**src/rtl/core/dlp_pkg.sv**
```systemverilog
package dlp_pkg;

  // Field widths.
  localparam int unsigned CapWidth   = 7;
  localparam int unsigned NameWidth  = 6;
  localparam int unsigned CountWidth = 60;
  localparam int unsigned HashWidth  = 64;

  // Line format limits.
  localparam logic [4:0] HASH_BYTES       = 5'd16;
  localparam logic [4:0] HASH_HALF        = 5'(HASH_BYTES / 2);
  localparam logic [4:0] MAX_COUNT_DIGITS = 5'd18;
  localparam logic [6:0] NAME_MAX_BYTES   = 7'd63;
  localparam logic [6:0] CAP_RESET        = 7'd40;

  // Character codes.
  localparam logic [7:0] CH_NUL   = 8'h00;
  localparam logic [7:0] CH_SPACE = 8'h20;
  localparam logic [7:0] CH_NL    = 8'h0A;
  localparam logic [7:0] CH_ZERO  = 8'h30;
  localparam logic [7:0] CH_NINE  = 8'h39;

  // Line phase codes.
  localparam logic [2:0] PH_START = 3'd0;
  localparam logic [2:0] PH_NAME  = 3'd1;
  localparam logic [2:0] PH_COUNT = 3'd2;
  localparam logic [2:0] PH_HASH  = 3'd3;
  localparam logic [2:0] PH_SKIP  = 3'd4;

  // Result kinds.
  localparam logic [1:0] KIND_NAME = 2'd0;
  localparam logic [1:0] KIND_ROW  = 2'd1;
  localparam logic [1:0] KIND_BAD  = 2'd2;
  localparam logic [1:0] KIND_END  = 2'd3;

  // One result item.
  typedef struct packed {
    logic [1:0]            kind;
    logic [7:0]            name_char;
    logic [NameWidth-1:0]  name_length;
    logic [CountWidth-1:0] row_count;
    logic [HashWidth-1:0]  hash_high;
    logic [HashWidth-1:0]  hash_low;
  } res_t;

endpackage

```
**src/rtl/core/dlp_in_reg.sv**
```systemverilog
module dlp_in_reg (
  input  logic       clk_i,
  input  logic       rst_ni,
  input  logic       in_valid_i,
  output logic       in_stall_o,
  input  logic [7:0] in_byte_i,
  input  logic       ready_i,
  output logic       valid_o,
  output logic [7:0] byte_o
);

  logic       valid_q;
  logic [7:0] byte_q;

  // The held byte blocks a new request only when it cannot move on.
  assign in_stall_o = valid_q && !ready_i;

  // Input register.
  always_ff @(posedge clk_i or negedge rst_ni) begin
    if (!rst_ni) begin
      valid_q <= 1'b0;
    end else if (!in_stall_o) begin
      valid_q <= in_valid_i;
    end
  end

  always_ff @(posedge clk_i) begin
    if (!in_stall_o && in_valid_i) begin
      byte_q <= in_byte_i;
    end
  end

  assign valid_o = valid_q;
  assign byte_o  = byte_q;

endmodule

```
**src/rtl/core/dlp_parser.sv**
```systemverilog
module dlp_parser (
  input  logic                          clk_i,
  input  logic                          rst_ni,
  input  logic                          cfg_we_i,
  input  logic [dlp_pkg::CapWidth-1:0]  cfg_wdata_i,
  input  logic                          advance_i,
  input  logic [7:0]                    byte_i,
  output logic                          res_valid_o,
  output dlp_pkg::res_t                 res_o
);

  logic [dlp_pkg::CapWidth-1:0]   name_cap_q;
  logic [2:0]                     phase_q, phase_d;
  logic [dlp_pkg::NameWidth-1:0]  name_seen_q, name_seen_d;
  logic [dlp_pkg::CountWidth-1:0] count_acc_q, count_acc_d;
  logic [4:0]                     digits_seen_q, digits_seen_d;
  logic [dlp_pkg::HashWidth-1:0]  hash_hi_q, hash_hi_d;
  logic [dlp_pkg::HashWidth-1:0]  hash_lo_q, hash_lo_d;
  logic [4:0]                     hash_seen_q, hash_seen_d;

  logic [dlp_pkg::CapWidth-1:0]   cap_m1;
  logic [dlp_pkg::CapWidth-1:0]   limit;
  logic [3:0]                     digit;
  logic                           bad;
  logic                           clear;

  // Configuration register.
  always_ff @(posedge clk_i or negedge rst_ni) begin
    if (!rst_ni) begin
      name_cap_q <= dlp_pkg::CAP_RESET;
    end else if (cfg_we_i) begin
      name_cap_q <= cfg_wdata_i;
    end
  end

  // Name length limit: capacity minus one, clamped to the name_length range.
  assign cap_m1 = (name_cap_q == '0) ? '0 : name_cap_q - 7'd1;
  assign limit  = (cap_m1 > dlp_pkg::NAME_MAX_BYTES) ? dlp_pkg::NAME_MAX_BYTES : cap_m1;
  assign digit  = 4'(byte_i - dlp_pkg::CH_ZERO);

  // Per-byte line parse.
  always_comb begin
    phase_d       = phase_q;
    name_seen_d   = name_seen_q;
    count_acc_d   = count_acc_q;
    digits_seen_d = digits_seen_q;
    hash_hi_d     = hash_hi_q;
    hash_lo_d     = hash_lo_q;
    hash_seen_d   = hash_seen_q;
    res_valid_o   = 1'b0;
    res_o         = '0;
    bad           = 1'b0;
    clear         = 1'b0;

    case (phase_q)
      dlp_pkg::PH_START, dlp_pkg::PH_NAME: begin
        if (byte_i == dlp_pkg::CH_NUL) begin
          if (phase_q == dlp_pkg::PH_START) begin
            clear       = 1'b1;
            res_valid_o = 1'b1;
            res_o.kind  = dlp_pkg::KIND_END;
          end else begin
            bad = 1'b1;
          end
        end else if (byte_i == dlp_pkg::CH_SPACE) begin
          if (name_seen_q == '0) begin
            bad = 1'b1;
          end else begin
            phase_d = dlp_pkg::PH_COUNT;
          end
        end else if (byte_i == dlp_pkg::CH_NL || {1'b0, name_seen_q} >= limit) begin
          bad = 1'b1;
        end else begin
          name_seen_d     = name_seen_q + 6'd1;
          phase_d         = dlp_pkg::PH_NAME;
          res_valid_o     = 1'b1;
          res_o.kind      = dlp_pkg::KIND_NAME;
          res_o.name_char = byte_i;
        end
      end
      dlp_pkg::PH_COUNT: begin
        if (byte_i inside {[dlp_pkg::CH_ZERO:dlp_pkg::CH_NINE]}) begin
          if (digits_seen_q >= dlp_pkg::MAX_COUNT_DIGITS) begin
            bad = 1'b1;
          end else begin
            // Times ten as two shifted adds, kept to 60 bits.
            count_acc_d   = {count_acc_q[56:0], 3'b000} + {count_acc_q[58:0], 1'b0}
                          + dlp_pkg::CountWidth'(digit);
            digits_seen_d = digits_seen_q + 5'd1;
          end
        end else if (byte_i == dlp_pkg::CH_SPACE && digits_seen_q != '0) begin
          phase_d = dlp_pkg::PH_HASH;
        end else begin
          bad = 1'b1;
        end
      end
      dlp_pkg::PH_HASH: begin
        if (byte_i == dlp_pkg::CH_NL) begin
          if (hash_seen_q != dlp_pkg::HASH_BYTES) begin
            bad = 1'b1;
          end else begin
            res_valid_o       = 1'b1;
            res_o.kind        = dlp_pkg::KIND_ROW;
            res_o.name_length = name_seen_q;
            res_o.row_count   = count_acc_q;
            res_o.hash_high   = hash_hi_q;
            res_o.hash_low    = hash_lo_q;
            clear             = 1'b1;
            phase_d           = dlp_pkg::PH_START;
          end
        end else if (byte_i == dlp_pkg::CH_NUL || hash_seen_q >= dlp_pkg::HASH_BYTES) begin
          bad = 1'b1;
        end else begin
          if (hash_seen_q < dlp_pkg::HASH_HALF) begin
            hash_hi_d = {hash_hi_q[55:0], byte_i};
          end else begin
            hash_lo_d = {hash_lo_q[55:0], byte_i};
          end
          hash_seen_d = hash_seen_q + 5'd1;
        end
      end
      default: begin
        // Skip after a bad line until the end of the buffer.
        if (byte_i == dlp_pkg::CH_NUL) begin
          clear   = 1'b1;
          phase_d = dlp_pkg::PH_START;
        end
      end
    endcase

    // A bad line reports once and then skips, unless the zero byte ended it.
    if (bad) begin
      clear       = 1'b1;
      phase_d     = (byte_i == dlp_pkg::CH_NUL) ? dlp_pkg::PH_START : dlp_pkg::PH_SKIP;
      res_valid_o = 1'b1;
      res_o       = '0;
      res_o.kind  = dlp_pkg::KIND_BAD;
    end

    if (clear) begin
      name_seen_d   = '0;
      count_acc_d   = '0;
      digits_seen_d = '0;
      hash_hi_d     = '0;
      hash_lo_d     = '0;
      hash_seen_d   = '0;
    end
  end

  // Line state registers, updated once per processed byte.
  always_ff @(posedge clk_i or negedge rst_ni) begin
    if (!rst_ni) begin
      phase_q       <= dlp_pkg::PH_START;
      name_seen_q   <= '0;
      count_acc_q   <= '0;
      digits_seen_q <= '0;
      hash_hi_q     <= '0;
      hash_lo_q     <= '0;
      hash_seen_q   <= '0;
    end else if (advance_i) begin
      phase_q       <= phase_d;
      name_seen_q   <= name_seen_d;
      count_acc_q   <= count_acc_d;
      digits_seen_q <= digits_seen_d;
      hash_hi_q     <= hash_hi_d;
      hash_lo_q     <= hash_lo_d;
      hash_seen_q   <= hash_seen_d;
    end
  end

`ifndef SYNTHESIS
  a_start_clean: assert property (@(posedge clk_i) disable iff (!rst_ni)
    (phase_q == dlp_pkg::PH_START || phase_q == dlp_pkg::PH_SKIP) |->
      (name_seen_q == '0 && digits_seen_q == '0 && hash_seen_q == '0))
    else $error("line counters not cleared at line start or skip");
  a_count_has_name: assert property (@(posedge clk_i) disable iff (!rst_ni)
    (phase_q == dlp_pkg::PH_COUNT || phase_q == dlp_pkg::PH_HASH) |-> name_seen_q != '0)
    else $error("count or hash phase reached with an empty name");
  a_hash_has_digits: assert property (@(posedge clk_i) disable iff (!rst_ni)
    (phase_q == dlp_pkg::PH_HASH) |-> digits_seen_q != '0)
    else $error("hash phase reached with an empty count");
  a_digit_bound: assert property (@(posedge clk_i) disable iff (!rst_ni)
    digits_seen_q <= dlp_pkg::MAX_COUNT_DIGITS)
    else $error("count digit counter past its limit");
  a_hash_bound: assert property (@(posedge clk_i) disable iff (!rst_ni)
    hash_seen_q <= dlp_pkg::HASH_BYTES)
    else $error("hash byte counter past its limit");
`endif

endmodule

```
**src/rtl/core/dlp_out_reg.sv**
```systemverilog
module dlp_out_reg (
  input  logic          clk_i,
  input  logic          rst_ni,
  input  logic          valid_i,
  input  dlp_pkg::res_t res_i,
  output logic          ready_o,
  output logic          out_valid_o,
  input  logic          out_stall_i,
  output dlp_pkg::res_t res_o
);

  logic          valid_q;
  dlp_pkg::res_t res_q;

  // The register loads whenever it is empty or its request is being taken.
  assign ready_o = !valid_q || !out_stall_i;

  always_ff @(posedge clk_i or negedge rst_ni) begin
    if (!rst_ni) begin
      valid_q <= 1'b0;
    end else if (ready_o) begin
      valid_q <= valid_i;
    end
  end

  always_ff @(posedge clk_i) begin
    if (ready_o && valid_i) begin
      res_q <= res_i;
    end
  end

  assign out_valid_o = valid_q;
  assign res_o       = res_q;

endmodule

```
**src/rtl/core/digest_line_parser.sv**
```systemverilog
// A byte accepted into the input register is parsed from there, and its result is registered in the result register.
// Throughput: one byte per cycle while the receiver does not stall; the line state updates once per byte.
// A result held by a stalled receiver keeps the next byte waiting in the input register.
// Bytes that cause no result (separators, count digits, hash bytes) yield no request.
// Reset is asynchronous and active low: line state returns to line start with all
// counters and the hash cleared, and name_capacity returns to 40.
module digest_line_parser (
  input  logic                            clk_i,
  input  logic                            rst_ni,
  input  logic                            cfg_we_i,
  input  logic [dlp_pkg::CapWidth-1:0]    cfg_wdata_i,
  input  logic                            in_valid_i,
  output logic                            in_stall_o,
  input  logic [7:0]                      in_byte_i,
  output logic                            out_valid_o,
  input  logic                            out_stall_i,
  output logic [1:0]                      kind_o,
  output logic [7:0]                      name_char_o,
  output logic [dlp_pkg::NameWidth-1:0]   name_length_o,
  output logic [dlp_pkg::CountWidth-1:0]  row_count_o,
  output logic [dlp_pkg::HashWidth-1:0]   hash_high_o,
  output logic [dlp_pkg::HashWidth-1:0]   hash_low_o
);

  logic          ready;
  logic          s1_valid;
  logic [7:0]    s1_byte;
  logic          advance;
  logic          res_valid;
  dlp_pkg::res_t res;
  dlp_pkg::res_t out_res;

  // Input register stage.
  dlp_in_reg u_in_reg (
    .clk_i      (clk_i),
    .rst_ni     (rst_ni),
    .in_valid_i (in_valid_i),
    .in_stall_o (in_stall_o),
    .in_byte_i  (in_byte_i),
    .ready_i    (ready),
    .valid_o    (s1_valid),
    .byte_o     (s1_byte)
  );

  // The held byte is parsed when the result register can take its outcome.
  assign advance = s1_valid && ready;

  dlp_parser u_parser (
    .clk_i       (clk_i),
    .rst_ni      (rst_ni),
    .cfg_we_i    (cfg_we_i),
    .cfg_wdata_i (cfg_wdata_i),
    .advance_i   (advance),
    .byte_i      (s1_byte),
    .res_valid_o (res_valid),
    .res_o       (res)
  );

  // Result register stage.
  dlp_out_reg u_out_reg (
    .clk_i       (clk_i),
    .rst_ni      (rst_ni),
    .valid_i     (s1_valid && res_valid),
    .res_i       (res),
    .ready_o     (ready),
    .out_valid_o (out_valid_o),
    .out_stall_i (out_stall_i),
    .res_o       (out_res)
  );

  assign kind_o        = out_res.kind;
  assign name_char_o   = out_res.name_char;
  assign name_length_o = out_res.name_length;
  assign row_count_o   = out_res.row_count;
  assign hash_high_o   = out_res.hash_high;
  assign hash_low_o    = out_res.hash_low;

endmodule

```
**config.mk**
```make
export PLATFORM = sky130hd
export DESIGN_NAME = digest_line_parser
export DESIGN_NICKNAME = d
export VERILOG_FILES = /design/src/rtl/core/dlp_pkg.sv /design/src/rtl/core/dlp_in_reg.sv /design/src/rtl/core/dlp_parser.sv /design/src/rtl/core/dlp_out_reg.sv /design/src/rtl/core/digest_line_parser.sv
export SDC_FILE = /design/constraint.sdc
export NUM_CORES = 1
export LEC_CHECK = 0
export BUFFER_PORTS_ARGS = -buffer_cell sky130_fd_sc_hd__buf_2
export CAP_MARGIN = 25
export CORE_MARGIN = 3
export CORE_UTILIZATION = 35
export CTS_CLUSTER_DIAMETER = 100
export CTS_CLUSTER_SIZE = 20
export DETAILED_ROUTE_END_ITERATION = 6
export PLACE_DENSITY_LB_ADDON = 0.3
export SETUP_SLACK_MARGIN = 0.15
export SLEW_MARGIN = 20
export SYNTH_ARGS = -nofsm -noshare
export SYNTH_HDL_FRONTEND = slang
export SYNTH_SLANG_ARGS = --single-unit
```
**constraint.sdc**
```tcl
create_clock -name clk_i -period 12 [get_ports clk_i]
set_input_delay 1.8 -clock clk_i [delete_from_list [all_inputs] [get_ports clk_i]]
set_output_delay 1.8 -clock clk_i [all_outputs]
set_load 0.01 [all_outputs]
```
==> results.json <==
{
  "gp_congestion": 0.876,
  "drcViolationCount": 0,
  "ff2ff_setup_slack_ns": 6.84,
  "clkPwrFrac_pct": 26.6,
  "period_share_pct": 43.0,
  "min_period_ns": 5.16,
  "skew_ns": 0.0171,
  "synth_nets": 2108,
  "clk_latency_ns": 0.57,
  "synthFlopType": "dfrtp_1",
  "core_um2": 58200,
  "drt_iter0_markers": 1048,
  "yosys-top-cells-area": "edfxtp_1 (31%), dfrtp_1 (26%), ha_1 (7.8%)",
  "outcome": "finished, final reports clean",
  "via_count": 14600,
  "io_buffers": 225,
  "hold_viol_final": 0,
  "powerDensity_nw_per_um2": 147,
  "end_kind": "flop",
  "yosysSeqAreaShare_pct": 56.5,
  "cp_slowest_stage_delay_ns": 0.81,
  "die-width_um": 250,
  "area_delta_synth_final_pct": 12.7,
  "ios": 226,
  "root_buffer": "clkbuf_16",
  "die-area_um2": 62500,
  "power.internal_w": 0.00245,
  "grt_overflow": 0,
  "synth_top_cell_by_area": "edfxtp_1",
  "cts_setup_buffers": 0,
  "placementRows": 88,
  "clk_path_buf_depth": 3,
  "drive_gt1_share_pct": 14.3,
  "cts_tree": "built",
  "worst-r2r-cell-count": 15,
  "comb_power_share_pct": 17.1,
  "grt_start_max_net_pins": 176,
  "drtAntennaViolNets": 0,
  "clkTransAtPathRegs_ns": 0.09,
  "h-tree-depth": 1,
  "syn_area_per_cell_um2": 10.6,
  "syn_inst": 1957,
  "hold_end": "u_parser.hash_hi_q[26]$_DFFE_PN0P_",
  "rsz0062_at_grt": "false",
  "min_from": "u_parser.hash_hi_q[18]$_DFFE_PN0P_",
  "synth_cell_types": 74,
  "dp_hpwl_mm": 34.6,
  "seqPwrFrac_pct": 56.3,
  "synth_seq_cells": 428,
  "fmax_mhz": 194,
  "via_per_inst": 5.02,
  "final_common_cell": "nand2_1",
  "critPathKind": "flop to flop",
  "cp_cell_sequence": "nor4_1 -> nand2_1 -> xor2_1 -> a21oi_1 -> ha_1 -> nand2b_1 -> a21o_1 -> a21oi_1 -> o21a_1 -> o31ai_4 -> o21ai_4 -> buf_4 -> buf_4 -> nand2_1 -> o21ai_0",
  "wire_per_inst_um": 17.2,
  "hold_buffers": 0,
  "final.setup.tns_ns": 0,
  "die_height_um": 250,
  "start_util_pct": 35.8,
  "maxSlewViolCount": 0,
  "critPathTopFamily": "compound AO/OA/AOI/OAI gates",
  "path_max_fanout": 92,
  "required_ns": 12.48,
  "synth_top_area_share_pct": 30.6,
  "cts_buffers": 26,
  "timing.rr.end": "u_parser.hash_hi_q[17]$_DFFE_PN0P_",
  "crit_buf_inv": 2,
  "setup_violations": 0,
  "synth_edf_count": 212,
  "max_slew_margin_pct": 24.5,
  "grt_antenna_before_repair": 6,
  "worst_setup_path_start_kind": "flop",
  "r2r_start": "u_parser.name_cap_q[2]$_DFFE_PN0P_",
  "diodes": 0,
  "cp_data_arrival_time_ns": 5.64,
  "nets": 2267,
  "slowest_stage": "buf_4",
  "hold_ws_ns": 0.504,
  "drv_cap": 0,
  "grt_pass1_vias": 14400,
  "grt_use_total_pct": 15.6,
  "ys_warn_count": 0,
  "grt_pass1_wl_mm": 79.9,
  "most-common-layout-cells": "nand2_1 (367), buf_2 (224), dfrtp_1 (214), edfxtp_1 (212), and2_1 (201)",
  "syn_area_um2": 20800,
  "clkSinkCount": 428,
  "peakVddDrop_mv": 0.138,
  "p_switching_w": 0.000997,
  "synthArstFlopShare_pct": 50.5,
  "min_path_type": "flop to flop",
  "worst_pin_slew_ns": 1.12,
  "leakage_nw": 10.2,
  "routed_wl_mm": 49.9,
  "min_path_cells": 2,
  "netSwitchingFraction_pct": 29.0,
  "firstDrtPassIters": 7,
  "ctsResizeCount": 0
}
[cells by family after synthesis]
group	synth area share, %
AND/OR/NAND/NOR	18.1
flip-flops	56.5
AO/OA/AOI/OAI	11.7
buffers and inverters	2.64
adder cells (fa/ha/maj)	7.94
XOR/XNOR	2.69
multiplexers	0.366
[power by group through the flow]
stage                     Clock, W  Sequential, W  Combinational, W
after floorplan                  0        0.00212          0.000207
after global placement           0        0.00197          0.000599
after detailed placement         0        0.00197          0.000603
after CTS                 0.000959        0.00195          0.000604
after global routing       0.00102        0.00197          0.000646
final                     0.000917        0.00194          0.000588
[worst min-delay path: cells and delay by family, from the launching register on]
kind | cells | cell delay, ns
DFF | 1 | 0.36
AOI/OAI and AO/OA | 1 | 0.06
and+or+nand+nor | 1 | 0.05
[synthesized netlist by cell type (14+ instances only)]
master and n:
ha_1 129, a21o_1 21, nand3_1 54, dfrtp_1 214, clkbuf_1 79, edfxtp_1 212
and3_1 16, nand2b_1 14, inv_1 26, xor2_1 35, nor2_1 52, o21ai_1 109
nand4_1 15, and2_1 201, xnor2_1 29, nand2_1 367, o21ai_0 123, buf_2 19
a21oi_1 75
[state kept, by name (all words and copies together) (netlist names)]
signal,flops
u_in_reg.byte_o,8
u_in_reg.valid_o,1
u_out_reg.out_valid_o,1
u_out_reg.res_o,204
u_parser.count_acc_q,60
u_parser.digits_seen_q,5
u_parser.hash_hi_q,64
u_parser.hash_lo_q,64
u_parser.hash_seen_q,5
u_parser.name_cap_q,7
u_parser.name_seen_q,6
u_parser.phase_q,3
[worst max-delay path by stage]
stage,startpoint,slack (ns),to,depth (start not counted)
after floorplan,u_parser.name_cap_q[2]$_DFFE_PN0P_,0.20,u_out_reg.res_o[0]$_SDFFCE_PP0P_,13
after global placement,u_parser.name_cap_q[2]$_DFFE_PN0P_,6.91,u_parser.hash_hi_q[6]$_DFFE_PN0P_,15
after detailed placement,u_parser.name_cap_q[2]$_DFFE_PN0P_,6.78,u_parser.hash_hi_q[17]$_DFFE_PN0P_,15
after CTS,u_parser.name_cap_q[2]$_DFFE_PN0P_,6.73,u_parser.hash_hi_q[17]$_DFFE_PN0P_,15
after global routing,u_parser.name_cap_q[2]$_DFFE_PN0P_,6.23,u_parser.hash_hi_q[17]$_DFFE_PN0P_,15
final,u_parser.name_cap_q[2]$_DFFE_PN0P_,6.84,u_parser.hash_hi_q[17]$_DFFE_PN0P_,15
[layer usage]
layer  up-vias  track usage, %  part of all wire [%]
li1       7149               -                     -
met1      7007            21.2                    45
met2       334            26.1                    48
met3        64            2.66                   5.2
met4         8            3.25                   1.6
met5         -               0                  0.12
[through the flow]
step / total power (W) / worst slack [ns] / instances / cell area (µm²) / utilization, %
CTS: 0.00351 / 6.73 / 2900 / 23500 / 40.3
global route: 0.00363 / 6.23 / 2901 / 23500 / 40.3
floorplan: 0.00233 / 0.200 / 1957 / 20800 / -
detailed placement: 0.00258 / 6.78 / 2852 / 22700 / 38.9
finish: 0.00344 / 6.84 / 2901 / 23500 / 40.3
global placement: 0.00257 / 6.91 / 2849 / 22600 / 38.8
[layout make-up]
class	count	area [µm²]
clock buffer	43	736
clock inverter	5	40.0
fill	5676	34800
inverter	26	97.6
multi-input combinational	1394	8530
sequential	428	11800
tap	765	957
timing repair buffer	240	1340
Note: power is estimated with default switching activity, not from simulation.
